## config.mk

```make
export PLATFORM = sky130hd
export DESIGN_NAME = two_axis_pd_servo_drive
export DESIGN_NICKNAME = d
export VERILOG_FILES = /design/src/rtl/pdsd_pkg.sv /design/src/rtl/pdsd_ctrl.sv /design/src/rtl/pdsd_datapath.sv /design/src/rtl/two_axis_pd_servo_drive.sv
export SDC_FILE = /design/constraint.sdc
export NUM_CORES = 2
export LEC_CHECK = 0
export BUFFER_PORTS_ARGS = -buffer_cell sky130_fd_sc_hd__buf_2
export CAP_MARGIN = 15
export CORE_AREA = 2 2 439 223
export CTS_BUF_LIST = sky130_fd_sc_hd__clkbuf_8
export DETAILED_ROUTE_END_ITERATION = 10
export DIE_AREA = 0 0 441 225
export PLACE_DENSITY_LB_ADDON = 0.3
export SYNTH_ARGS = -nofsm -noshare
export SYNTH_HDL_FRONTEND = slang
export SYNTH_SLANG_ARGS = --single-unit
```

## constraint.sdc

```tcl
create_clock -name i_clk -period 11.6 [get_ports i_clk]
set_input_delay 0.58 -clock i_clk [delete_from_list [all_inputs] [get_ports i_clk]]
set_output_delay 0.58 -clock i_clk [all_outputs]
set_load 0.1 [all_outputs]
```

## src/rtl/pdsd_pkg.sv

```systemverilog
package pdsd_pkg;

    // Fixed-point constants: positions Q1.15, gains Q4.12, duty in units of 2^-27
    localparam logic signed [16:0] DEAD_LSB   = 17'sd327;
    localparam logic signed [37:0] ONE_Q27    = 38'sd134217728;
    localparam logic [11:0]        X_LOW_MAX  = 12'd573;
    localparam logic [11:0]        X_HIGH_MIN = 12'd3687;
    localparam logic [11:0]        Y_LOW_MAX  = 12'd409;
    localparam logic [11:0]        Y_HIGH_MIN = 12'd3277;
    localparam logic [15:0]        PERIOD_RST = 16'd1000;

    // Configuration register indexes
    typedef enum logic [2:0] {
        REG_TRACKING = 3'd0,
        REG_TARGET_X = 3'd1,
        REG_TARGET_Y = 3'd2,
        REG_KP_X     = 3'd3,
        REG_KD_X     = 3'd4,
        REG_KP_Y     = 3'd5,
        REG_KD_Y     = 3'd6,
        REG_PERIOD   = 3'd7
    } t_reg_idx;

    typedef struct packed {
        logic        tracking;
        logic [15:0] target_x;
        logic [15:0] target_y;
        logic [15:0] kp_x;
        logic [15:0] kd_x;
        logic [15:0] kp_y;
        logic [15:0] kd_y;
        logic [15:0] period;
    } t_cfg;

    // Datapath operations, one per controller step
    typedef enum logic [2:0] {
        OP_NONE   = 3'd0,
        OP_MUL_P  = 3'd1,
        OP_MUL_D  = 3'd2,
        OP_DUTY   = 3'd3,
        OP_MUL_LO = 3'd4,
        OP_MUL_HI = 3'd5,
        OP_CMP    = 3'd6
    } t_op;

    typedef struct packed {
        logic load_in;
        t_op  op;
        logic axis;
        logic load_out;
    } t_dp_cmd;

    typedef enum logic [2:0] {
        ST_IDLE   = 3'd0,
        ST_MUL_P  = 3'd1,
        ST_MUL_D  = 3'd2,
        ST_DUTY   = 3'd3,
        ST_MUL_LO = 3'd4,
        ST_MUL_HI = 3'd5,
        ST_CMP    = 3'd6,
        ST_DONE   = 3'd7
    } t_state;

endpackage

```

## src/rtl/pdsd_ctrl.sv

```systemverilog
module pdsd_ctrl (
    input  logic              i_clk,
    input  logic              i_rst_n,
    input  logic              i_in_valid,
    input  logic              i_out_stall,
    output logic              o_in_stall,
    output logic              o_out_valid,
    output pdsd_pkg::t_dp_cmd o_cmd
);

    pdsd_pkg::t_state r_state, n_state;
    logic             r_axis, n_axis;
    logic             r_out_valid, n_out_valid;
    logic             out_free;

    assign out_free = !r_out_valid || !i_out_stall;

    // Next state
    always_comb begin
        n_state = r_state;
        n_axis  = r_axis;
        unique case (r_state)
            pdsd_pkg::ST_IDLE: begin
                if (i_in_valid) begin
                    n_state = pdsd_pkg::ST_MUL_P;
                    n_axis  = 1'b0;
                end
            end
            pdsd_pkg::ST_MUL_P:  n_state = pdsd_pkg::ST_MUL_D;
            pdsd_pkg::ST_MUL_D:  n_state = pdsd_pkg::ST_DUTY;
            pdsd_pkg::ST_DUTY:   n_state = pdsd_pkg::ST_MUL_LO;
            pdsd_pkg::ST_MUL_LO: n_state = pdsd_pkg::ST_MUL_HI;
            pdsd_pkg::ST_MUL_HI: n_state = pdsd_pkg::ST_CMP;
            pdsd_pkg::ST_CMP: begin
                if (r_axis) begin
                    n_state = pdsd_pkg::ST_DONE;
                end else begin
                    n_state = pdsd_pkg::ST_MUL_P;
                    n_axis  = 1'b1;
                end
            end
            pdsd_pkg::ST_DONE: begin
                if (out_free) n_state = pdsd_pkg::ST_IDLE;
            end
            default: n_state = pdsd_pkg::ST_IDLE;
        endcase
    end

    // Outputs: datapath commands
    always_comb begin
        o_cmd          = '0;
        o_cmd.axis     = r_axis;
        o_cmd.op       = pdsd_pkg::OP_NONE;
        unique case (r_state)
            pdsd_pkg::ST_IDLE:   o_cmd.load_in = i_in_valid;
            pdsd_pkg::ST_MUL_P:  o_cmd.op = pdsd_pkg::OP_MUL_P;
            pdsd_pkg::ST_MUL_D:  o_cmd.op = pdsd_pkg::OP_MUL_D;
            pdsd_pkg::ST_DUTY:   o_cmd.op = pdsd_pkg::OP_DUTY;
            pdsd_pkg::ST_MUL_LO: o_cmd.op = pdsd_pkg::OP_MUL_LO;
            pdsd_pkg::ST_MUL_HI: o_cmd.op = pdsd_pkg::OP_MUL_HI;
            pdsd_pkg::ST_CMP:    o_cmd.op = pdsd_pkg::OP_CMP;
            pdsd_pkg::ST_DONE:   o_cmd.load_out = out_free;
            default:             o_cmd.op = pdsd_pkg::OP_NONE;
        endcase
    end

    // Output item valid flag
    always_comb begin
        n_out_valid = r_out_valid;
        if (r_state == pdsd_pkg::ST_DONE && out_free) begin
            n_out_valid = 1'b1;
        end else if (r_out_valid && !i_out_stall) begin
            n_out_valid = 1'b0;
        end
    end

    always_ff @(posedge i_clk) begin
        if (!i_rst_n) begin
            r_state     <= pdsd_pkg::ST_IDLE;
            r_axis      <= 1'b0;
            r_out_valid <= 1'b0;
        end else begin
            r_state     <= n_state;
            r_axis      <= n_axis;
            r_out_valid <= n_out_valid;
        end
    end

    assign o_in_stall  = (r_state != pdsd_pkg::ST_IDLE);
    assign o_out_valid = r_out_valid;

endmodule

```

## src/rtl/pdsd_datapath.sv

```systemverilog
module pdsd_datapath (
    input  logic              i_clk,
    input  logic              i_rst_n,
    input  pdsd_pkg::t_dp_cmd i_cmd,
    input  pdsd_pkg::t_cfg    i_cfg,
    input  logic [15:0]       i_pos_x,
    input  logic [15:0]       i_pos_y,
    input  logic [11:0]       i_end_x,
    input  logic [11:0]       i_end_y,
    output logic [15:0]       o_compare_x,
    output logic              o_dir_x,
    output logic [15:0]       o_compare_y,
    output logic              o_dir_y
);

    // Sample and state registers
    logic [15:0]        r_pos_x, r_pos_y, r_prev_x, r_prev_y;
    logic [11:0]        r_end_x, r_end_y;
    // Working registers
    logic signed [35:0] r_p, r_d;
    logic [26:0]        r_duty;
    logic               r_zero, r_full, r_dir;
    logic [31:0]        r_lo;
    logic [26:0]        r_hi;
    // Per-axis results and output registers
    logic [15:0]        r_cmp_x, r_cmp_y;
    logic               r_dir_x, r_dir_y;
    logic [15:0]        r_out_cmp_x, r_out_cmp_y;
    logic               r_out_dir_x, r_out_dir_y;

    // Axis selection
    logic [15:0]        pos, prev, tgt, kp, kd;
    logic [11:0]        endv, low_max, high_min;

    always_comb begin
        if (i_cmd.axis) begin
            pos      = r_pos_y;
            prev     = r_prev_y;
            tgt      = i_cfg.target_y;
            kp       = i_cfg.kp_y;
            kd       = i_cfg.kd_y;
            endv     = r_end_y;
            low_max  = pdsd_pkg::Y_LOW_MAX;
            high_min = pdsd_pkg::Y_HIGH_MIN;
        end else begin
            pos      = r_pos_x;
            prev     = r_prev_x;
            tgt      = i_cfg.target_x;
            kp       = i_cfg.kp_x;
            kd       = i_cfg.kd_x;
            endv     = r_end_x;
            low_max  = pdsd_pkg::X_LOW_MAX;
            high_min = pdsd_pkg::X_HIGH_MIN;
        end
    end

    // Error and velocity terms, exact 17-bit
    logic signed [16:0] err, diff;
    assign err  = $signed({pos[15], pos}) - $signed({tgt[15], tgt});
    assign diff = $signed({pos[15], pos}) - $signed({prev[15], prev});

    // Shared 18x18 signed multiplier
    logic signed [17:0] mul_a, mul_b;
    logic signed [35:0] mul_p;

    always_comb begin
        case (i_cmd.op)
            pdsd_pkg::OP_MUL_P: begin
                mul_a = $signed({err[16], err});
                mul_b = $signed({{2{kp[15]}}, kp});
            end
            pdsd_pkg::OP_MUL_D: begin
                mul_a = $signed({diff[16], diff});
                mul_b = $signed({{2{kd[15]}}, kd});
            end
            pdsd_pkg::OP_MUL_LO: begin
                mul_a = $signed({2'b00, r_duty[15:0]});
                mul_b = $signed({2'b00, i_cfg.period});
            end
            pdsd_pkg::OP_MUL_HI: begin
                mul_a = $signed({7'd0, r_duty[26:16]});
                mul_b = $signed({2'b00, i_cfg.period});
            end
            default: begin
                mul_a = '0;
                mul_b = '0;
            end
        endcase
    end

    assign mul_p = mul_a * mul_b;

    // Duty decision: sign of P, dead band, end stops
    logic signed [37:0] p_ext, p_eff, d_ext, duty_sum, duty_fin;
    logic               p_pos, p_neg, dead, dir_fin;

    always_comb begin
        p_ext    = {{2{r_p[35]}}, r_p};
        d_ext    = {{2{r_d[35]}}, r_d};
        p_eff    = i_cfg.tracking ? -p_ext : p_ext;
        duty_sum = p_eff + d_ext;
        p_neg    = p_eff[37];
        p_pos    = !p_eff[37] && (p_eff != '0);
        dead     = (err <= pdsd_pkg::DEAD_LSB) && (err >= -pdsd_pkg::DEAD_LSB);
        if (dead) begin
            duty_fin = '0;
            dir_fin  = 1'b0;
        end else if (p_pos) begin
            duty_fin = pdsd_pkg::ONE_Q27 - duty_sum;
            dir_fin  = 1'b1;
        end else begin
            duty_fin = -duty_sum;
            dir_fin  = 1'b0;
        end
        // low end stop forbids driving further toward it
        if (endv <= low_max && p_pos) begin
            duty_fin = '0;
            dir_fin  = 1'b0;
        end
        // high end stop drives full duty back
        if (endv >= high_min && p_neg) begin
            duty_fin = pdsd_pkg::ONE_Q27;
            dir_fin  = 1'b1;
        end
    end

    // Compare value: floor(duty * period / 2^27), clipped to period
    logic [43:0] prod_sum;
    logic [16:0] quot;
    logic [15:0] cmp_val;

    always_comb begin
        prod_sum = {1'b0, r_hi, 16'd0} + {12'd0, r_lo};
        quot     = prod_sum[43:27];
        if (r_zero) begin
            cmp_val = '0;
        end else if (r_full || quot > {1'b0, i_cfg.period}) begin
            cmp_val = i_cfg.period;
        end else begin
            cmp_val = quot[15:0];
        end
    end

    // Sample capture and working registers
    always_ff @(posedge i_clk) begin
        if (i_cmd.load_in) begin
            r_pos_x <= i_pos_x;
            r_pos_y <= i_pos_y;
            r_end_x <= i_end_x;
            r_end_y <= i_end_y;
        end
        case (i_cmd.op)
            pdsd_pkg::OP_MUL_P:  r_p <= mul_p;
            pdsd_pkg::OP_MUL_D:  r_d <= mul_p;
            pdsd_pkg::OP_DUTY: begin
                r_duty <= duty_fin[26:0];
                r_zero <= duty_fin[37] || (duty_fin == '0);
                r_full <= !duty_fin[37] && (duty_fin >= pdsd_pkg::ONE_Q27);
                r_dir  <= dir_fin;
            end
            pdsd_pkg::OP_MUL_LO: r_lo <= mul_p[31:0];
            pdsd_pkg::OP_MUL_HI: r_hi <= mul_p[26:0];
            pdsd_pkg::OP_CMP: begin
                if (i_cmd.axis) begin
                    r_cmp_y <= cmp_val;
                    r_dir_y <= r_dir;
                end else begin
                    r_cmp_x <= cmp_val;
                    r_dir_x <= r_dir;
                end
            end
            default: ;
        endcase
        if (i_cmd.load_out) begin
            r_out_cmp_x <= r_cmp_x;
            r_out_dir_x <= r_dir_x;
            r_out_cmp_y <= r_cmp_y;
            r_out_dir_y <= r_dir_y;
        end
    end

    // Previous positions: advance once the item's results are out
    always_ff @(posedge i_clk) begin
        if (!i_rst_n) begin
            r_prev_x <= '0;
            r_prev_y <= '0;
        end else if (i_cmd.load_out) begin
            r_prev_x <= r_pos_x;
            r_prev_y <= r_pos_y;
        end
    end

    assign o_compare_x = r_out_cmp_x;
    assign o_dir_x     = r_out_dir_x;
    assign o_compare_y = r_out_cmp_y;
    assign o_dir_y     = r_out_dir_y;

endmodule

```

## src/rtl/two_axis_pd_servo_drive.sv

```systemverilog
// Channel   Handshake                  Payload
// in        i_in_valid / o_in_stall    i_pos_x, i_pos_y, i_end_x, i_end_y
// out       o_out_valid / i_out_stall  o_compare_x, o_dir_x, o_compare_y, o_dir_y
// cfg       i_cfg_we                   i_cfg_index, i_cfg_data
//
// An item is processed in six steps per axis (two products, duty decision,
// two partial products of duty * period, compare) on one shared 18x18
// multiplier; the output register is then loaded and the next item taken.
// Synchronous active-low reset clears control state and previous positions and
// returns configuration to reset values. A finished item waits in the output
// register while the next is accepted; it is replaced only once it is taken.
module two_axis_pd_servo_drive (
    input  logic        i_clk,
    input  logic        i_rst_n,
    input  logic        i_in_valid,
    output logic        o_in_stall,
    input  logic [15:0] i_pos_x,
    input  logic [15:0] i_pos_y,
    input  logic [11:0] i_end_x,
    input  logic [11:0] i_end_y,
    output logic        o_out_valid,
    input  logic        i_out_stall,
    output logic [15:0] o_compare_x,
    output logic        o_dir_x,
    output logic [15:0] o_compare_y,
    output logic        o_dir_y,
    input  logic        i_cfg_we,
    input  logic [2:0]  i_cfg_index,
    input  logic [15:0] i_cfg_data
);

    pdsd_pkg::t_cfg    r_cfg;
    pdsd_pkg::t_dp_cmd cmd;

    // Configuration registers
    always_ff @(posedge i_clk) begin
        if (!i_rst_n) begin
            r_cfg <= '{tracking: 1'b0,
                       target_x: 16'd0,
                       target_y: 16'd0,
                       kp_x:     16'd0,
                       kd_x:     16'd0,
                       kp_y:     16'd0,
                       kd_y:     16'd0,
                       period:   pdsd_pkg::PERIOD_RST};
        end else if (i_cfg_we) begin
            unique case (pdsd_pkg::t_reg_idx'(i_cfg_index))
                pdsd_pkg::REG_TRACKING: r_cfg.tracking <= i_cfg_data[0];
                pdsd_pkg::REG_TARGET_X: r_cfg.target_x <= i_cfg_data;
                pdsd_pkg::REG_TARGET_Y: r_cfg.target_y <= i_cfg_data;
                pdsd_pkg::REG_KP_X:     r_cfg.kp_x     <= i_cfg_data;
                pdsd_pkg::REG_KD_X:     r_cfg.kd_x     <= i_cfg_data;
                pdsd_pkg::REG_KP_Y:     r_cfg.kp_y     <= i_cfg_data;
                pdsd_pkg::REG_KD_Y:     r_cfg.kd_y     <= i_cfg_data;
                pdsd_pkg::REG_PERIOD:   r_cfg.period   <= i_cfg_data;
                default: ;
            endcase
        end
    end

    pdsd_ctrl u_ctrl (
        .i_clk       (i_clk),
        .i_rst_n     (i_rst_n),
        .i_in_valid  (i_in_valid),
        .i_out_stall (i_out_stall),
        .o_in_stall  (o_in_stall),
        .o_out_valid (o_out_valid),
        .o_cmd       (cmd)
    );

    pdsd_datapath u_datapath (
        .i_clk       (i_clk),
        .i_rst_n     (i_rst_n),
        .i_cmd       (cmd),
        .i_cfg       (r_cfg),
        .i_pos_x     (i_pos_x),
        .i_pos_y     (i_pos_y),
        .i_end_x     (i_end_x),
        .i_end_y     (i_end_y),
        .o_compare_x (o_compare_x),
        .o_dir_x     (o_dir_x),
        .o_compare_y (o_compare_y),
        .o_dir_y     (o_dir_y)
    );

endmodule
```

==> key figures <==
Layout
  • Nets: 4420
  • Layout cells sized above 1: between 10% and 20%
  • Syn-to-layout area delta: 11.2%
  • Non-filler cells, final: between 5000 and 6000
  • Filler Cell Count: 9277

Die
  • Die width: 441 um
  • Core Box Area: 95000 um^2
  • I/O pin count: ~120
  • Cell row count: 80
  • DIE AREA: between 90000 and 100000 um^2
  • Die H: about 230 um
  • Initial Utilization: between 30% and 40%

Yosys
  • Synthesized Nets: ~4300
  • Mapped Cells: ~3700
  • Unique masters post-synth: 90
  • Seq/Total Area, Yosys: between 30% and 40%
  • Area leader, netlist: edfxtp_1
  • Async SR Flop Fraction: 0%
  • Syn Area/Cell: between 9 and 10 um^2
  • Number of synthesized flops with an enable pin: around 270
  • Cell area after synthesis: roughly 35000 um^2
  • Synth area leaders: edfxtp_1 (23%), fa_1 (18%), dfxtp_1 (8.6%), ha_1 (7.1%), nand2_1 (5.6%)
  • Ys flop type: edfxtp_1
  • Synth warn: 0
  • Area share of the largest cell type after synthesis: a little under a quarter
  • Seq cells post-synth: around 420

Placement
  • # port buffers: about 120
  • Routability cong.: ~0.96
  • Final HPWL DP: 85.3 mm
  • Inst Count DP: approximately 5000

Critical path
  • Worst path required time: about 12000 ps
  • Worst r2r path cells: 37
  • RR Startpoint: u_ctrl.r_axis$_SDFFE_PN0P_
  • Critical path type: flip-flop to flip-flop
  • R2R setup slack: approximately 770 ps
  • Crit-path slowest cell: o21ai_1
  • Critical Path Start Type: flip-flop
  • Critical path capture point type: flip-flop
  • RR Endpoint: u_datapath.r_p[33]$_DFFE_PP_
  • Most used cell along the critical path: inv_1
  • Crit Path Max Fanout: 23
  • Crit path largest cell delay: about 820 ps
  • CP arrival: ~11000 ps

Clocking
  • TritonCTS Buffers: 69
  • Setup bufs post-CTS: 0
  • # clock sinks: around 420
  • CTS max path bufs: 3
  • CTS tree: yes
  • Root Driver: clkbuf_8
  • H-tree depth: 3
  • Clock-pin slew on the worst setup and hold paths: roughly 60 ps
  • Worst skew pair latency: roughly 720 ps

GRT
  • Met1 Resource Use GR: a little under a third
  • Initial antenna violation count: 4
  • Number of global-route vias before repair: approximately 28000
  • Gr busiest metal: met2
  • Total Routing Usage GR: a little under a quarter
  • Met2 usage in global routing: 35.0%
  • Grt total ovfl: 0
  • First-pass GRT wire length: 170 mm
  • Grt met3 use: around 5.3%
  • Largest net degree at the start of global routing: ~100

Timing
  • Worst slew margin: 14.6%
  • Clock Skew: around 54 ps
  • Max-slew violations: 0
  • Final setup TNS: 0 ps
  • Final period util: ~93%
  • Max Freq: between 90 and 100 MHz
  • Worst-Margin Slew: ~1300 ps
  • Final worst path period need: ~11000 ps
  • Hold Violations, Final: 0
  • RSZ-0062 raised after global routing: no
  • Setup violators final: 0

Detailed routing
  • WL per Instance: between 20 and 25 um
  • Total number of vias: 27800
  • WL final: roughly 110 mm
  • # DRC: 0
  • Post-route ant nets: 0
  • Router iterations before antenna repair: 6
  • Starting DRC count in detailed routing: 2617
  • Via/cell ratio: about 5.4

Pwr
  • Pwr dens: 105 nW/um^2
  • Worst vdd rail ir drop: approximately 0.070 mV
  • Overall power: a little over 4 mW
  • Leak: 15.9 nW

Hold path
  • Hold Path Class: input pin to flip-flop
  • Worst hold stages: 1
  • Min-delay src: i_end_x[5]
  • Hold EP: u_datapath.r_end_x[5]$_DFFE_PP_

Run status
  • Status: finished clean

Flow run
  • Number of max-cap violations: 0
==> cell usage after synthesis (10+ instances only) <==
library cell / n
buf_1: 14
edfxtp_1: 269
o21a_1: 32
o211ai_1: 25
o21ai_0: 104
nor3b_1: 11
xnor2_1: 101
a21oi_1: 118
inv_1: 451
nand2_1: 525
a22oi_1: 36
a21o_1: 40
dfxtp_1: 150
and2_1: 30
o41ai_1: 12
a211o_1: 12
xor2_1: 39
o21ai_1: 11
nor2b_1: 56
a31oi_1: 16
o31ai_1: 17
nand4_1: 36
ha_1: 198
nor2_1: 220
nand2b_1: 40
mux2_2: 62
a211oi_1: 19
nor4_1: 24
or4_1: 14
and3_1: 30
nor3_1: 66
clkbuf_1: 154
a21boi_0: 158
or3_1: 28
nand3_1: 51
fa_1: 322
mux2i_1: 40
or2_2: 10
o22ai_1: 20
==> routing by layer <==
metal | wire (um) | part of all wire (%) | up-vias
met5 | 27 | 0.024 | -
met4 | 3340 | 3.0 | 4
met3 | 8980 | 8.1 | 189
met2 | 49300 | 44 | 1033
met1 | 49500 | 45 | 13700
li1 | - | - | 12800
==> stage by stage <==
stage	worst slack (ps)	instance area [um^2]	hold slack, ps	util [%]
global route	38.8	39000	13.5	41.1
CTS	516	39000	0.994	41.1
detailed placement	539	37300	405	39.2
finish	766	39000	72.4	41.1
floorplan	455	35100	400	-
global placement	722	37300	401	39.2
==> kinds of logic (layout without fill, tap and decap cells) <==
| kind of cell | after synthesis | count (layout) | synth area share, % |
|---|---|---|---|
| other cells | 0 | 2 | 0 |
| fa+ha+maj | 522 | 522 | 25.5 |
| mux | 102 | 102 | 3.13 |
| buf+inv | 624 | 802 | 6.71 |
| flops | 419 | 419 | 31.6 |
| xor+xnor | 140 | 140 | 3.49 |
| compound gates | 701 | 701 | 13.7 |
| simple gates | 1187 | 1187 | 15.9 |
==> where the power goes <==
part	internal (mW)	switching, mW
logic	0.342	0.672
clock network	0.714	0.654
registers	1.66	0.0421
==> critical path: cells and delay by family, from the launching register on <==
| kind | cells | cell delay, ps |
|---|---|---|
| xor gates and xnor gates | 1 | 170 |
| DFF | 1 | 590 |
| AOI/OAI and AO/OA | 19 | 5350 |
| adders and majority gates | 8 | 3450 |
| buffers and inverters | 6 | 410 |
| muxes | 1 | 360 |
| and+or+nand+nor | 2 | 280 |
==> layout by cell type (no fill, tap or decap), types with 28 or more instances in the layout <==
cell type,count
mux2_2,62
and3_1,30
mux2i_1,40
xor2_1,39
nand2b_1,40
xnor2_1,101
edfxtp_1,269
fa_1,322
a21boi_0,157
or3_1,28
dlygate4sd3_1,37
nor3_1,66
clkbuf_8,71
a21o_1,40
a21oi_1,115
buf_4,75
nand2_1,525
a22oi_1,36
nand3_1,51
o21a_1,32
and2_1,30
dfxtp_1,148
inv_1,473
ha_1,198
nor2b_1,56
nor2_1,217
o21ai_0,104
nand4_1,36
buf_2,114
==> worst max path at each step <==
| stage | from | endpoint | slack, ps | cells past startpoint |
|---|---|---|---|---|
| after floorplan | u_ctrl.r_axis$_SDFFE_PN0P_ | u_datapath.r_d[34]$_DFFE_PP_ | 450 | 43 |
| after global placement | u_ctrl.r_axis$_SDFFE_PN0P_ | u_datapath.r_d[34]$_DFFE_PP_ | 720 | 39 |
| after detailed placement | u_ctrl.r_axis$_SDFFE_PN0P_ | u_datapath.r_d[34]$_DFFE_PP_ | 540 | 39 |
| after CTS | u_ctrl.r_axis$_SDFFE_PN0P_ | u_datapath.r_d[34]$_DFFE_PP_ | 520 | 39 |
| after global routing | u_ctrl.r_axis$_SDFFE_PN0P_ | u_datapath.r_d[34]$_DFFE_PP_ | 40 | 39 |
| final | u_ctrl.r_axis$_SDFFE_PN0P_ | u_datapath.r_p[33]$_DFFE_PP_ | 770 | 37 |
==> area by class of cell <==
cell class	count	area (um^2)	area share [%]
antenna	2	5.00	0.0128
clock buffer	71	977	2.50
clock inverter	53	425	1.09
inverter	452	1700	4.35
multi-input combinational	2652	21800	55.7
sequential	419	11100	28.4
tap	1271	1590	4.07
timing repair buffer	226	1500	3.85
==> sequential cells by signal (all words and copies together), names as in the netlist, 3 cells and up <==
register	cells
u_datapath.r_prev_y	16
u_datapath.r_cmp_x	16
u_datapath.r_duty	27
r_cfg	113
u_datapath.o_compare_y	16
u_datapath.o_compare_x	16
u_datapath.r_cmp_y	16
u_datapath.r_end_x	12
u_ctrl.r_state	3
u_datapath.r_pos_x	16
u_datapath.r_pos_y	16
u_datapath.r_p	36
u_datapath.r_lo	16
u_datapath.r_prev_x	16
u_datapath.r_d	36
u_datapath.r_hi	27
u_datapath.r_end_y	12
==> timing repair <==
item / 4_1_cts / 5_1_grt
endpoints found under the setup margin: 0 / 21
resized for setup: 0 / 3
hold buffers: 37 / 0
endpoints found under the hold margin: 37 / 0
Note: power is estimated with default switching activity, not from simulation.
